<file path="src/hdl/mfrr_pkg.sv">
package mfrr_pkg;

  localparam logic [15:0] CRC_INIT = 16'hFFFF;
  localparam logic [15:0] CRC_POLY = 16'hA001;

  localparam logic [7:0] ADDR_RESET    = 8'h02;
  localparam logic [7:0] LIMIT_RESET   = 8'd40;
  localparam logic [3:0] QTY_RESET     = 4'd0;

  // Input kind carried on tuser
  localparam logic OP_BYTE = 1'b0;
  localparam logic OP_TICK = 1'b1;

  // Configuration register indexes
  localparam logic [1:0] REG_ADDR  = 2'd0;
  localparam logic [1:0] REG_LIMIT = 2'd1;
  localparam logic [1:0] REG_QTY   = 2'd2;

  localparam int OUT_TDATA_W = 56;

  typedef enum logic [1:0] {
    ST_OK      = 2'd0,
    ST_CRC_ERR = 2'd1,
    ST_TIMEOUT = 2'd2
  } status_t;

  typedef enum logic [3:0] {
    PH_ADDR   = 4'd0,
    PH_FUNC   = 4'd1,
    PH_COUNT  = 4'd2,
    PH_DATA0  = 4'd3,
    PH_DATA1  = 4'd4,
    PH_DATA2  = 4'd5,
    PH_DATA3  = 4'd6,
    PH_CRC_LO = 4'd7,
    PH_CRC_HI = 4'd8
  } phase_t;

  typedef struct packed {
    status_t     status;
    logic [31:0] value_bits;
    logic [7:0]  function_code;
    logic [7:0]  byte_count;
  } frame_res_t;

  // One byte of Modbus CRC-16, LSB first
  function automatic logic [15:0] mfrr_crc8(input logic [15:0] crc_in, input logic [7:0] b);
    logic [15:0] c;
    c = crc_in ^ {8'h00, b};
    for (int k = 0; k < 8; k++) begin
      if (c[0]) begin
        c = (c >> 1) ^ CRC_POLY;
      end else begin
        c = c >> 1;
      end
    end
    return c;
  endfunction

endpackage

</file>
<file path="src/hdl/mfrr_frame.sv">
module mfrr_frame import mfrr_pkg::*; (
  input  logic       clk,
  input  logic       rst,
  input  logic       en,
  input  logic [7:0] byte_value,
  input  logic [7:0] expected_address,
  output logic       done,
  output frame_res_t res
);

  phase_t      phase, phase_next;
  logic [15:0] crc, crc_next;
  logic [7:0]  func, func_next;
  logic [7:0]  count, count_next;
  logic [31:0] data, data_next;
  logic [7:0]  crc_lo, crc_lo_next;
  logic [15:0] crc_step;

  assign crc_step = mfrr_crc8(crc, byte_value);

  always_ff @(posedge clk) begin
    if (rst) begin
      phase <= PH_ADDR;
      crc   <= CRC_INIT;
    end else if (en) begin
      phase <= phase_next;
      crc   <= crc_next;
    end
  end

  always_ff @(posedge clk) begin
    if (en) begin
      func   <= func_next;
      count  <= count_next;
      data   <= data_next;
      crc_lo <= crc_lo_next;
    end
  end

  always_comb begin
    phase_next   = phase;
    crc_next     = crc;
    func_next    = func;
    count_next   = count;
    data_next    = data;
    crc_lo_next  = crc_lo;
    done         = 1'b0;
    res.status        = ST_CRC_ERR;
    res.value_bits    = data;
    res.function_code = func;
    res.byte_count    = count;
    unique case (phase) inside
      PH_FUNC: begin
        func_next  = byte_value;
        crc_next   = crc_step;
        phase_next = PH_COUNT;
      end
      PH_COUNT: begin
        count_next = byte_value;
        crc_next   = crc_step;
        phase_next = PH_DATA0;
      end
      PH_DATA0, PH_DATA1, PH_DATA2, PH_DATA3: begin
        data_next  = {data[23:0], byte_value};
        crc_next   = crc_step;
        phase_next = phase_t'(4'(phase + 4'd1));
      end
      PH_CRC_LO: begin
        crc_lo_next = byte_value;
        phase_next  = PH_CRC_HI;
      end
      PH_CRC_HI: begin
        done       = 1'b1;
        phase_next = PH_ADDR;
        if (crc_lo == crc[7:0] && byte_value == crc[15:8]) begin
          res.status = ST_OK;
        end
      end
      default: begin
        // hunt: drop anything but the station address
        phase_next = PH_ADDR;
        if (byte_value == expected_address) begin
          crc_next   = mfrr_crc8(CRC_INIT, byte_value);
          phase_next = PH_FUNC;
        end
      end
    endcase
  end

endmodule

</file>
<file path="src/hdl/mfrr_timer.sv">
module mfrr_timer import mfrr_pkg::*; (
  input  logic       clk,
  input  logic       rst,
  input  logic       tick,
  input  logic [7:0] timeout_limit,
  output logic       fire
);

  logic [7:0] count;
  logic [7:0] count_inc;

  // wraps at 255 so a limit of 255 never fires
  assign count_inc = 8'(count + 8'd1);
  assign fire      = tick && (count_inc > timeout_limit);

  always_ff @(posedge clk) begin
    if (rst) begin
      count <= 8'd0;
    end else if (tick) begin
      count <= fire ? 8'd0 : count_inc;
    end
  end

endmodule

</file>
<file path="src/hdl/modbus_float_reply_receiver.sv">
// A result passes through the input register and then the output register on its way to the master side.
// Throughput: one input transaction per cycle while the master side takes results.
// The CRC is updated for a whole byte at a time; the tick counter sits beside the parser.
// Reset (rst, synchronous, active high): parser hunts for the address, CRC = 0xFFFF,
// tick count = 0, address = 0x02, timeout limit = 40, quantity index = 0, no result held.
module modbus_float_reply_receiver import mfrr_pkg::*; (
  input  logic                   clk,
  input  logic                   rst,
  input  logic                   s_axis_tvalid,
  output logic                   s_axis_tready,
  input  logic [7:0]             s_axis_tdata,   // [7:0] byte_value
  input  logic                   s_axis_tuser,   // [0] operation
  output logic                   m_axis_tvalid,
  input  logic                   m_axis_tready,
  // [1:0] status, [33:2] value_bits, [41:34] function_code, [49:42] byte_count,
  // [53:50] quantity_tag, [55:54] zero
  output logic [OUT_TDATA_W-1:0] m_axis_tdata,
  input  logic                   cfg_we,
  input  logic [1:0]             cfg_index,
  input  logic [7:0]             cfg_data
);

  // Configuration registers
  logic [7:0] expected_address;
  logic [7:0] timeout_limit;
  logic [3:0] quantity_index;

  always_ff @(posedge clk) begin
    if (rst) begin
      expected_address <= ADDR_RESET;
      timeout_limit    <= LIMIT_RESET;
      quantity_index   <= QTY_RESET;
    end else if (cfg_we) begin
      unique case (cfg_index)
        REG_ADDR:  expected_address <= cfg_data;
        REG_LIMIT: timeout_limit    <= cfg_data;
        REG_QTY:   quantity_index   <= cfg_data[3:0];
        default: ;
      endcase
    end
  end

  // Input register: hold one transaction until the result side can take it
  logic       in_valid;
  logic       in_op;
  logic [7:0] in_byte;
  logic       proc;

  // advance when the output register is empty or being emptied this cycle
  assign proc          = in_valid && (!m_axis_tvalid || m_axis_tready);
  assign s_axis_tready = !in_valid || proc;

  always_ff @(posedge clk) begin
    if (rst) begin
      in_valid <= 1'b0;
    end else if (s_axis_tready) begin
      in_valid <= s_axis_tvalid;
    end
  end

  always_ff @(posedge clk) begin
    if (s_axis_tvalid && s_axis_tready) begin
      in_op   <= s_axis_tuser;
      in_byte <= s_axis_tdata;
    end
  end

  // Frame parser and tick counter see only their own kind of transaction
  logic       frame_done;
  frame_res_t frame_res;
  logic       timeout_fire;

  mfrr_frame u_frame (
    .clk              (clk),
    .rst              (rst),
    .en               (proc && in_op == OP_BYTE),
    .byte_value       (in_byte),
    .expected_address (expected_address),
    .done             (frame_done),
    .res              (frame_res)
  );

  mfrr_timer u_timer (
    .clk           (clk),
    .rst           (rst),
    .tick          (proc && in_op == OP_TICK),
    .timeout_limit (timeout_limit),
    .fire          (timeout_fire)
  );

  // Select the result for this transaction
  logic       res_valid;
  frame_res_t res;

  always_comb begin
    if (in_op == OP_TICK) begin
      res_valid         = timeout_fire;
      res.status        = ST_TIMEOUT;
      res.value_bits    = 32'd0;
      res.function_code = 8'd0;
      res.byte_count    = 8'd0;
    end else begin
      res_valid = frame_done;
      res       = frame_res;
    end
  end

  // Output register
  always_ff @(posedge clk) begin
    if (rst) begin
      m_axis_tvalid <= 1'b0;
    end else if (proc) begin
      m_axis_tvalid <= res_valid;
    end else if (m_axis_tready) begin
      m_axis_tvalid <= 1'b0;
    end
  end

  always_ff @(posedge clk) begin
    if (proc && res_valid) begin
      m_axis_tdata <= {2'b00, quantity_index, res.byte_count, res.function_code,
                       res.value_bits, res.status};
    end
  end

endmodule

</file>
<file path="config.mk">
export PLATFORM = sky130hd
export DESIGN_NAME = modbus_float_reply_receiver
export DESIGN_NICKNAME = d
export VERILOG_FILES = /design/src/hdl/mfrr_pkg.sv /design/src/hdl/mfrr_frame.sv /design/src/hdl/mfrr_timer.sv /design/src/hdl/modbus_float_reply_receiver.sv
export SDC_FILE = /design/constraint.sdc
export NUM_CORES = 1
export LEC_CHECK = 0
export ABC_AREA = 1
export BUFFER_PORTS_ARGS = -buffer_cell sky130_fd_sc_hd__buf_2
export CAP_MARGIN = 15
export CORE_UTILIZATION = 62
export CTS_CLUSTER_SIZE = 24
export DETAILED_ROUTE_END_ITERATION = 16
export PLACE_DENSITY = 0.84
export SLEW_MARGIN = 10
export SYNTH_ARGS = -nofsm -noshare
export SYNTH_HDL_FRONTEND = slang
export SYNTH_SLANG_ARGS = --single-unit
</file>
<file path="constraint.sdc">
create_clock -name clk -period 12.2 [get_ports clk]
set_input_delay 1.22 -clock clk [delete_from_list [all_inputs] [get_ports clk]]
set_output_delay 1.22 -clock clk [all_outputs]
set_load 0.1 [all_outputs]
</file>
Yosys cells after proc, flatten, opt, wreduce, memory -nomap -nowiden. Index checks and enable logic that the tools add are counted.

Register bits: 169. Word-level logic and storage cells: 119. Input bits: 24.

Add/sub/neg operators: 2. Reduce and logical (&&, ||, !) cells: 26. Order comparisons: 1. Equal/unequal tests: 13. Muxes and demuxes: 41. Bitwise operators: 20.

Operators by type and width (number): 2-to-1 mux 16 bit (31); inverter 2 -> 3 bit (16); one-hot mux 16 bit (2 select lines) (1); equality test 8 bit (3); one-hot mux 4 bit (5 select lines) (1); equality test 4 x 3 -> 1 bit, second input constant (4); inverter 8 -> 16 bit (1); XOR 16 x 8 -> 16 bit (1); AND reduction 2 bit (7); adder 8 x 1 -> 8 bit, second input constant (1); equality test 4 x 2 -> 1 bit, second input constant (2); > comparator 8 bit (1); 2-to-1 mux 8 bit (1); OR reduction 8 bit (1); logical AND 1 bit (7); 2-to-1 mux 1 bit (6); OR reduction 6 bit (1); adder 4 x 1 -> 4 bit, second input constant (1); equality test 4 x 1 -> 1 bit, second input constant (1); equality test 4 bit, second input constant (1); nonzero test 2 bit (2); OR reduction 4 bit (1); AND reduction 3 bit (1); equality test 2 x 1 -> 1 bit, second input constant (1); 7 further kinds (10).

Logic depth before layout (Yosys ltp). Gate-level depths: netlist of run 1.

Depth in word-level cells: 33. Gate-level depth with buffers: 17. Mapped depth without buffers: 16.

By module. Synthesis of run 1 repeated with hierarchy kept, for this count alone.

Cell total of the unflattened synthesis: 723. Area total of the unflattened synthesis: 7300.8 µm².

By module, submodules not included: mfrr_frame (sequential area each 2082.0 µm², times used 1, cells an instance 346, area an instance 3467.1 µm²); modbus_float_reply_receiver (sequential area each 2332.2 µm², times used 1, cells an instance 279, area an instance 3161.8 µm²); mfrr_timer (sequential area each 160.2 µm², times used 1, cells an instance 98, area an instance 671.9 µm²).

Worst setup path after synthesis of run 1. No wires, ideal clock.

Path type: input-to-reg. Start: input m_axis_tready. End: register m_axis_tdata[0] (enable). Arrival: 5.521 ns. Stages: 6. Library setup time: 0.542 ns. Required time: 11.658 ns. Buffers on the path: 0. Slack: 6.137 ns. Cells stage by stage: inv_1 -> nand2_1 -> nand2_1 -> nor2_2 -> inv_2 -> o21ai_0.

Word-level cells in the longest chain between the ends: 6.

RTL lines: start: declaration (RTL line modbus_float_reply_receiver.sv:14) `input logic m_axis_tready,`; logical OR 1 bit * (RTL line modbus_float_reply_receiver.sv:50) `assign proc = in_valid && (!m_axis_tvalid || m_axis_tready);`; logical AND 1 bit * (RTL line modbus_float_reply_receiver.sv:50); logical AND 1 bit (RTL line modbus_float_reply_receiver.sv:86) `.tick (proc && in_op == OP_TICK),`; logical AND 1 bit (RTL line mfrr_timer.sv:14) `assign fire = tick && (count_inc > timeout_limit);`; 2-to-1 mux 1 bit (RTL line modbus_float_reply_receiver.sv:96) `if (in_op == OP_TICK) begin`; logical AND 1 bit * (RTL line modbus_float_reply_receiver.sv:120) `if (proc && res_valid) begin`; end signal: assignment (RTL line modbus_float_reply_receiver.sv:121) `m_axis_tdata <= {2'b00, quantity_index, res.byte_count, res.function_code,`; end: declaration (RTL line modbus_float_reply_receiver.sv:17) `output logic [OUT_TDATA_W-1:0] m_axis_tdata,`.

Every way passes the cells marked *; elsewhere a longest branch is shown, timed or not. A chain may end at the register's enable or synchronous reset.

Final worst setup path of run 1.
Start: register u_timer.count[0]. End: register m_axis_tdata[30] (enable).

Word-level cells in the longest chain between the ends: 5.

RTL lines: start: declaration (RTL line mfrr_timer.sv:9) `logic [7:0] count;`; start signal: assignment (RTL line mfrr_timer.sv:20) `count <= fire ? 8'd0 : count_inc;`; adder 8 x 1 -> 8 bit (RTL line mfrr_timer.sv:13) `assign count_inc = 8'(count + 8'd1);`; > comparator 8 bit (RTL line mfrr_timer.sv:14); logical AND 1 bit (RTL line mfrr_timer.sv:14); 2-to-1 mux 1 bit (RTL line modbus_float_reply_receiver.sv:96); logical AND 1 bit (RTL line modbus_float_reply_receiver.sv:120).

No other way between the ends.

==> impl_results.md, run 1 <==
- Slew Limit Fails: 0
- DRC Markers: 0
- Final setup TNS: 0 ns
- Max-Cap Viols: 0
- Comb pwr share: 0.061
- Total gr overflow: 0
- Clock root buffer: clkbuf_16
- Antenna-violating nets left: 0
- I/O pins: 82
- Post-DR vias/cell: 5.42
- Hold Vio Cnt, Final: 0
- Via Count: 5,055
- Power after layout: 1260 uW
- Sequential share of the synthesized area: 0.633
- Flop pwr share: 0.504
- Tmin final: 3.39 ns
- Setup crit start kind: register
- RSZ-0062 raised after global routing: false
- Die Span X: 110 um
- Synth Register Bits: 169
- Largest net degree at the start of global routing: 53
- Initial core utilization: 0.636
- First-pass detailed-route iteration total: 5
- Wire per inst: 15.6 um
- Internal power: 969 uW
- # fillers: 748
- Final wirelength: 14,500 um
- Mapped Cells: 701
- Clock sinks: 169
- Cell Rows: 39
- GPL Wtd Cong: 0.896
- Hpwl dp: 9380 um
- Post-CTS Hold Fix Bufs: 0
- Clk pwr share: 0.435
- Die Height: 110 um
- Post_cts resized: 0
- Status: complete, no violations
- CP endpoint kind: register
- Initial drt markers: 442
- Most frequent cells in the layout: 120 x nand2_1, 119 x edfxtp_1, 102 x inv_1
- Leak: 0.00353 uW
- Clk_skew: 0.00794 ns
- Hold WC Path Type: register to register
- Worst Tran Pin Value: 1.14 ns
- Yosys warns: 0
- First-pass GRT wire length: 23,300 um
- Relative slew slack: 0.241
- Worst slack, placed: 8.81 ns
- Initial antenna violation count: 0
- Post-CTS Setup Inserts: 0
- Crit Path Class: register to register
- Die Footprint: 12,100 um^2
- Power Density: 151 nW/um^2
- CP required: 12.26 ns
- Worst skew pair latency: 0.42 ns
- NetSw: 286 uW
- H-tree levels: 4
- CTS Buf Count: 17
- Clock transition at the registers of the reported paths: 0.07 ns
- Peak Freq: 295 MHz
- PortBufs: 79
- Slowest cell delay on critical path: 0.56 ns
- Share of layout cells above drive strength 1: 0.170
- Final worst slack: 8.81 ns
- Final worst-path cycle share: 0.278
- Sw Ratio: 0.228
- Synth-to-Final Area Change: 14.9%
- Fin nets: 813
- CTS tree: built
- Commonest non-fill, non-tap cell in the layout: nand2_1
- Post-Syn Area per Cell: 10.3 um^2
- VDD IR max: 0.0973 mV
- Post-Syn Area: 7230 um^2
- CP arrival: 3.44 ns
- Max FO, Critical Path: 51
- Core Area: 11,400 um^2
- Max Buffers Root-to-Sink: 2
- Slowest stage cell on the critical path: buf_4
- Yosys cell types: 36
- Vias in the first global route: 4,906
- GRT Total Usage: 0.260
- ANT cells: 0
- Final-report setup violation count: 0
- Ordered cell list for the critical path: inv_1, nor2_1, nand3_1, nand3b_1, xor2_1, inv_1, ha_1, nand2_1, nor2_1, nand2_1, o211ai_1, nand3_1, o21ai_4, buf_4
-- final cells by class --
class                           count  area [um^2]  share of cell area
Clock buffer                       18          429              0.0517
Clock inverter                     14          170              0.0205
Inverter                          106          405              0.0488
Multi-Input combinational cell    401         2140               0.258
Sequential cell                   169         4570               0.551
Tap cell                          143          179              0.0215
Timing Repair Buffer               81          410              0.0494
-- critical path: cells and delay by family, from the launching register on --
kind / cells / cell delay (ns)
buffers and inverters: 3 / 0.74
AO/OA/AOI/OAI: 2 / 0.33
AND/OR/NAND/NOR: 7 / 1.10
XOR/XNOR: 1 / 0.14
adder cells (fa/ha/maj): 1 / 0.29
flip-flops: 1 / 0.37
-- metal layers --
metal	track usage	up-vias	share of wire
met5	0	-	0
met4	0.143	0	0.028
met3	0.0511	42	0.064
met2	0.433	217	0.50
met1	0.319	2364	0.41
li1	-	2432	-
-- power by group through the flow --
stage          registers (uW)  clock network, uW  logic (uW)
6_report                  633                546        76.7
5_1_grt                   633                574        85.7
4_1_cts                   632                550        75.6
3_5_place_dp              645                  0        74.0
3_3_place_gp              644                  0        70.7
2_1_floorplan             637                  0        62.0
-- cells by family (layout without fill, tap and decap cells) --
family | after synthesis | count (layout) | synth area share
XOR/XNOR | 38 | 38 | 0.0460
AO/OA/AOI/OAI | 88 | 88 | 0.0711
adder cells (fa/ha/maj) | 13 | 13 | 0.0225
other | 1 | 2 | 0.000519
AND/OR/NAND/NOR | 260 | 260 | 0.153
flip-flops | 169 | 169 | 0.633
buffers and inverters | 132 | 219 | 0.0743
-- synth_stat cells (all sizes together) --
cell type    n  area, um^2
o21ai       45         225
dfxtp       50        1000
nor2        88         340
nand2      123         484
or2          5        33.8
nand4        4        25.0
ha          13         163
buf         12        76.3
xnor2       19         166
a41oi        1        8.76
clkbuf      14        55.1
nor3b        1        7.51
edfxtp     119        3570
a31oi        1        6.26
nand3       28         145
xor2        19         166
nand3b       4        30.0
conb         1        3.75
a21oi       29         145
nor3         5        25.0
o31ai        1        21.3
inv        105         397
o211ai      11         108
clkinv       1        8.76
nor4         2        12.5
-- path summary, 6_finish.rpt --
path / startpoint / cells past startpoint / to / slack [ns]
min reg2reg: u_frame.data[0]$_DFFE_PP_ / 0 / u_frame.data[8]$_DFFE_PP_ / 0.44
max reg2reg: u_timer.count[0]$_SDFFE_PP0P_ / 14 / m_axis_tdata[30]$_SDFFCE_PP0P_ / 8.81
min: u_frame.data[0]$_DFFE_PP_ / 0 / u_frame.data[8]$_DFFE_PP_ / 0.44
max: u_timer.count[0]$_SDFFE_PP0P_ / 14 / m_axis_tdata[30]$_SDFFCE_PP0P_ / 8.81
-- sequential cells by signal (all words and copies together), names as in the netlist --
signal and flops:
expected_address 8, in_byte 8, in_op 1, in_valid 1, m_axis_tdata 54, m_axis_tvalid 1
quantity_index 4, timeout_limit 8, u_frame.count 8, u_frame.crc 16, u_frame.crc_lo 8, u_frame.data 32
u_frame.func 8, u_frame.phase 4, u_timer.count 8
-- metrics by stage --
| step | area [um^2] | hold WS, ns | utilization | instances |
|---|---|---|---|---|
| 2_1_floorplan | 7230 | 0.408 | - | 702 |
| 3_3_place_gp | 7710 | 0.414 | 0.678 | 900 |
| 3_5_place_dp | 7710 | 0.435 | 0.678 | 900 |
| 4_1_cts | 8310 | 0.444 | 0.731 | 932 |
| 5_1_grt | 8310 | 0.446 | 0.731 | 932 |
| 6_report | 8310 | 0.442 | 0.731 | 932 |
No activity file was read; power rests on OpenSTA's default activity.
==> inputs of run 2 (changes only) <==
--- a/config.mk
+++ b/config.mk
@@ -8,10 +8,10 @@
 export ABC_AREA = 1
 export BUFFER_PORTS_ARGS = -buffer_cell sky130_fd_sc_hd__buf_2
 export CAP_MARGIN = 15
-export CORE_UTILIZATION = 62
+export CORE_UTILIZATION = 53
 export CTS_CLUSTER_SIZE = 24
 export DETAILED_ROUTE_END_ITERATION = 16
-export PLACE_DENSITY = 0.84
+export PLACE_DENSITY = 0.76
 export SLEW_MARGIN = 10
 export SYNTH_ARGS = -nofsm -noshare
 export SYNTH_HDL_FRONTEND = slang
==> constraint.sdc (replaced) <==
create_clock -name clk -period 2.81 [get_ports clk]
set_input_delay 0.281 -clock clk [delete_from_list [all_inputs] [get_ports clk]]
set_output_delay 0.281 -clock clk [all_outputs]
set_load 0.1 [all_outputs]
==> run 2 against run 1 <==
Against the previous run: cell area up 2.6%; sequential share of layout area down 1.4 points; first-iteration DRC count is 7.7% lower; worst setup slack got worse by 8.7 ns; total power rose to 4.3 times the previous value; largest cell class unchanged; clock skew is essentially flat; critical path depth grew 1; utilization shrank 8.9 points; clock power grew to 4.2 times the previous value.
==> impl_results.md, run 2 (same netlist as run 1, synthesis figures left out) <==
- Cell count after placement: 944
- Vias in the first global route: 4,595
- Worst Tran Pin Value: 0.900 ns
- CP arrival: 2.79 ns
- H-tree levels: 4
- Leak: 0.00361 uW
- Post-DP Area: 7850 um^2
- Initial core utilization: 0.544
- Die Height: 119 um
- Clock transition at the registers of the reported paths: 0.06 ns
- Die Footprint: 14,100 um^2
- Power Density: 627 nW/um^2
- Sw Ratio: 0.229
- Final wirelength: 14,100 um
- Max FO, Critical Path: 5
- Worst r2r src: u_timer.count[2]$_SDFFE_PP0P_
- Hold WC Path Type: input pin to register
- Final instance area: 8530 um^2
- VDD IR max: 0.340 mV
- Beginning of the worst hold path: s_axis_tdata[4]
- Reg2reg setup slack: 0.15 ns
- Non-filler cells, final: 979
- Most frequent cells in the layout: 119 x nand2_1, 119 x edfxtp_1, 102 x inv_1
- Share of layout cells above drive strength 1: 0.197
- Largest net degree at the start of global routing: 51
- CTS Buf Count: 17
- Max reg flops: 54
- Total gr overflow: 0
- Synth-to-Final Area Change: 18.0%
- Final Core Density: 0.641
- Internal power: 4120 uW
- Die Span X: 119 um
- Hold depth: 1
- Clock root buffer: clkbuf_16
- Max Buffers Root-to-Sink: 2
- Worst r2r path cells: 15
- Post-DR vias/cell: 5.07
- I/O pins: 82
- Wire per inst: 14.4 um
- Max-Cap Viols: 0
- Cell Rows: 42
- RR Endpoint: m_axis_tdata[12]$_SDFFCE_PP0P_
- Hold EP: in_byte[4]$_DFFE_PP_
- Tmin final: 2.66 ns
- Initial antenna violation count: 0
- Final-report setup violation count: 0
- Post-CTS Hold Fix Bufs: 0
- Status: complete, no violations
- # fillers: 1,025
- CP required: 2.95 ns
- Core Area: 13,300 um^2
- Hpwl dp: 9810 um
- Worst skew pair latency: 0.42 ns
- Clk pwr share: 0.424
- ANT cells: 0
- DRC Markers: 0
- Crit Path Class: register to register
- PortBufs: 79
- Peak Freq: 376 MHz
- Setup crit start kind: register
- Largest registers: m_axis_tdata: 54 flops, u_frame.data: 32 flops, u_frame.crc: 16 flops
- First-pass GRT wire length: 22,300 um
- Clk_skew: 0.00807 ns
- Met3 Use GR: 0.0391
- GPL Wtd Cong: 0.821
- Antenna-violating nets left: 0
- CP endpoint kind: register
- NetSw: 1220 uW
- CTS tree: built
- Clock sinks: 169
- GR met2 Demand/Resource: 0.341
- M1 GR Usage: 0.268
- Flop pwr share: 0.513
- GRT Total Usage: 0.207
- Initial drt markers: 408
- Slew Limit Fails: 0
- Fin nets: 827
- Hold Vio Cnt, Final: 0
- Comb pwr share: 0.063
- Relative slew slack: 0.398
- Largest register by flop count: m_axis_tdata
- Via Count: 4,963
- Final setup TNS: 0 ns
- Final worst-path cycle share: 0.946
- First-pass detailed-route iteration total: 5
- GR peak layer: met2
-- run 2: timing repair --
item                                   in CTS  in global routing
resized for setup                           0                 12
buffers inserted                            0                  1
endpoints found under the hold margin       0                  0
setup endpoints to repair                   0                 54
-- run 2: per-layer routing --
layer	up-vias	routed length (um)
met5	-	0
li1	2462	-
met2	165	6880
met3	22	803
met4	0	263
met1	2314	6120
-- run 2: area by class of cell --
cell class	instances	area [um^2]	share of cell area
tap	176	220	0.0258
clock buffer	18	429	0.0503
sequential	169	4580	0.537
inverter	106	405	0.0475
timing repair buffer	94	554	0.0650
clock inverter	14	148	0.0173
multi-input combinational	402	2190	0.257
-- run 2: power by group through the flow --
stage                     registers, uW  logic [uW]  clock network, uW
after floorplan                    2770         270                  0
after global placement             2800         313                  0
after detailed placement           2800         323                  0
after CTS                          2740         328               2300
after global routing               2750         377               2390
final                              2740         335               2270
-- run 2: worst max path at each step --
| stage | cells after the start | from | to | slack (ns) |
|---|---|---|---|---|
| after floorplan | 13 | u_timer.count[2]$_SDFFE_PP0P_ | m_axis_tdata[0]$_SDFFCE_PP0P_ | 0.03 |
| after global placement | 14 | u_timer.count[2]$_SDFFE_PP0P_ | m_axis_tdata[19]$_SDFFCE_PP0P_ | 0.15 |
| after detailed placement | 14 | u_timer.count[0]$_SDFFE_PP0P_ | m_axis_tdata[2]$_SDFFCE_PP0P_ | 0.09 |
| after CTS | 14 | u_timer.count[0]$_SDFFE_PP0P_ | m_axis_tdata[18]$_SDFFCE_PP0P_ | 0.07 |
| after global routing | 14 | u_timer.count[2]$_SDFFE_PP0P_ | m_axis_tdata[6]$_SDFFCE_PP0P_ | -0.006 |
| final | 15 | u_timer.count[2]$_SDFFE_PP0P_ | m_axis_tdata[12]$_SDFFCE_PP0P_ | 0.15 |
-- run 2: critical path: stages (launching register included) --
cell and delay, ns:
dfxtp_2 0.36, nand2_1 0.07, nor2_2 0.15, nand3_2 0.10
nand3b_1 0.18, xor2_1 0.17, inv_1 0.10, ha_4 0.28
nand2_4 0.05, nor2_2 0.07, nand2_1 0.05, o211ai_1 0.10
nand3_2 0.18, buf_12 0.19, o21ai_4 0.11, buf_4 0.20
-- run 2: per-stage QoR --
| step | power, uW | hold WS, ns | setup WS [ns] |
|---|---|---|---|
| after floorplan | 3040 | 0.380 | 0.0336 |
| after global placement | 3110 | 0.418 | 0.148 |
| after detailed placement | 3120 | 0.418 | 0.0931 |
| after CTS | 5370 | 0.0145 | 0.0672 |
| after global routing | 5520 | 0.0186 | -0.00594 |
| final | 5350 | 0.0319 | 0.153 |
==> inputs of run 3 (changes only) <==
--- a/config.mk
+++ b/config.mk
@@ -6,7 +6,7 @@
 export NUM_CORES = 1
 export LEC_CHECK = 0
 export ABC_AREA = 1
-export BUFFER_PORTS_ARGS = -buffer_cell sky130_fd_sc_hd__buf_2
+export BUFFER_PORTS_ARGS = -buffer_cell sky130_fd_sc_hd__buf_4
 export CAP_MARGIN = 15
 export CORE_UTILIZATION = 53
 export CTS_CLUSTER_SIZE = 24
@@ -16,3 +16,4 @@
 export SYNTH_ARGS = -nofsm -noshare
 export SYNTH_HDL_FRONTEND = slang
 export SYNTH_SLANG_ARGS = --single-unit
+export TNS_END_PERCENT = 50
==> run 3 against run 2 <==
Against the previous run: non-clock buffer count fell by 1; combinational power is 2% higher; via count up 0.93%; sequential share of layout area shrank 0.83 points; critical path type unchanged; global-route usage is 0.20 points higher; sequential power hardly changed; clock power down 4%.
==> impl_results.md, run 3 (same netlist as run 1, synthesis figures left out) <==
- Status: complete, no violations
- Synth-to-Final Area Change: 19.8%
- ANT cells: 0
- Worst Tran Pin Value: 0.889 ns
- Final worst slack: 0.221 ns
- Die Height: 119 um
- Die Span X: 119 um
- Peak Freq: 386 MHz
- Final wirelength: 14,300 um
- Initial core utilization: 0.544
- Hold WC Path Type: input pin to register
- GRT Total Usage: 0.209
- Power Density: 607 nW/um^2
- Final worst-path cycle share: 0.921
- Clock sinks: 169
- Worst r2r path cells: 14
- VDD IR max: 0.320 mV
- Clk_skew: 0.00769 ns
- Total gr overflow: 0
- GPL Wtd Cong: 0.839
- Commonest non-fill, non-tap cell in the layout: nand2_1
- CP required: 2.95 ns
- Reg2reg setup slack: 0.22 ns
- DRC Markers: 0
- Worst skew pair latency: 0.42 ns
- I/O pins: 82
- Share of layout cells above drive strength 1: 0.192
- Hold Vio Cnt, Final: 0
- Non-filler cells, final: 978
- Setup crit start kind: register
- Tmin final: 2.59 ns
- Worst slack, placed: 0.125 ns
- Crit Path Class: register to register
- RR Endpoint: m_axis_tdata[24]$_SDFFCE_PP0P_
- Relative slew slack: 0.406
- Die Footprint: 14,100 um^2
- First-pass GRT wire length: 22,700 um
- First-pass detailed-route iteration total: 5
- Largest net degree at the start of global routing: 51
- CTS Buf Count: 17
- Cell count after placement: 941
- Antenna-violating nets left: 0
- Core Area: 13,300 um^2
- CTS tree: built
- CP arrival: 2.73 ns
- Max FO, Critical Path: 7
- Post-DR vias/cell: 5.12
- Beginning of the worst hold path: s_axis_tdata[4]
- Leak: 0.00366 uW
- CP endpoint kind: register
- Via Count: 5,009
- Cell Rows: 42
- H-tree levels: 4
- Initial antenna violation count: 0
- Final-report setup violation count: 0
- RSZ-0062 raised after global routing: false
- Fin nets: 826
- PortBufs: 79
- Largest register by flop count: m_axis_tdata
- Max reg flops: 54
- Slew Limit Fails: 0
- Initial drt markers: 408
- Max Buffers Root-to-Sink: 2
- Clock root buffer: clkbuf_16
- Max-Cap Viols: 0
- Hold EP: in_byte[4]$_DFFE_PP_
- Hpwl dp: 9800 um
- Power after layout: 5260 uW
- Hold depth: 1
- Clock transition at the registers of the reported paths: 0.06 ns
- Vias in the first global route: 4,794
- Wire per inst: 14.6 um
- Worst r2r src: u_timer.count[1]$_SDFFE_PP0P_
- Most frequent cells in the layout: 120 x nand2_1, 119 x edfxtp_1, 102 x inv_1
- Largest registers: m_axis_tdata: 54 flops, u_frame.data: 32 flops, u_frame.crc: 16 flops
## run 3: stage by stage
step,hold WS (ns),setup TNS [ns],utilization,area [um^2]
global placement,0.421,0,0.603,8020
detailed placement,0.418,0,0.603,8020
finish,0.0322,0,0.651,8660
global route,0.0142,0,0.651,8660
floorplan,0.380,-7.66,-,7240
CTS,0.0143,0,0.645,8570
## run 3: worst max-delay path, cell delays in order, from the launching register on
cell,delay [ns]
dfxtp_2,0.35
nand2_1,0.07
nor2_2,0.15
nand3_2,0.09
nand3b_1,0.17
xor2_1,0.13
inv_1,0.07
ha_1,0.29
nand2_1,0.09
nor2_1,0.11
nand2_1,0.06
o211ai_1,0.10
nand3_2,0.20
o21ai_4,0.21
clkbuf_16,0.22
## run 3: how the worst max path moves through the flow
stage	slack, ns	start	end	cells past startpoint
after floorplan	-0.23	m_axis_tvalid$_SDFFE_PP0P_	u_frame.data[0]$_DFFE_PP_	5
after global placement	0.23	u_timer.count[2]$_SDFFE_PP0P_	m_axis_tdata[30]$_SDFFCE_PP0P_	14
after detailed placement	0.12	u_timer.count[2]$_SDFFE_PP0P_	m_axis_tdata[22]$_SDFFCE_PP0P_	14
after CTS	0.10	u_timer.count[2]$_SDFFE_PP0P_	m_axis_tdata[22]$_SDFFCE_PP0P_	14
after global routing	0.01	u_timer.count[0]$_SDFFE_PP0P_	m_axis_tdata[24]$_SDFFCE_PP0P_	14
final	0.22	u_timer.count[1]$_SDFFE_PP0P_	m_axis_tdata[24]$_SDFFCE_PP0P_	14
## run 3: where the power goes
part	leakage (uW)	switching [uW]	total [uW]	internal (uW)
combinational	0.00190	219	342	123
clock	0.000268	949	2170	1220
sequential	0.00149	51.4	2740	2690
total	0.00366	1220	5260	4040
## run 3: layout make-up
cell class	count	area (um^2)
clock buffers	18	429
flip-flops and latches	169	4580
clock inverters	14	123
inverters	106	405
multi-input cells	402	2170
well taps	176	220
repair buffers	93	736
fillers	993	4640
## run 3: layer usage
| layer | track usage | vias up | routed length (um) |
|---|---|---|---|
| met5 | 0 | - | 0 |
| met4 | 0.0934 | 0 | 342 |
| met3 | 0.0434 | 27 | 757 |
| met2 | 0.356 | 185 | 7170 |
| met1 | 0.257 | 2338 | 6040 |
| li1 | - | 2459 | - |
## run 3: timing repair
item,in CTS,in global routing
endpoints found under the setup margin,0,54
resized for setup,0,8
buffers inserted,0,2
hold buffers,0,0
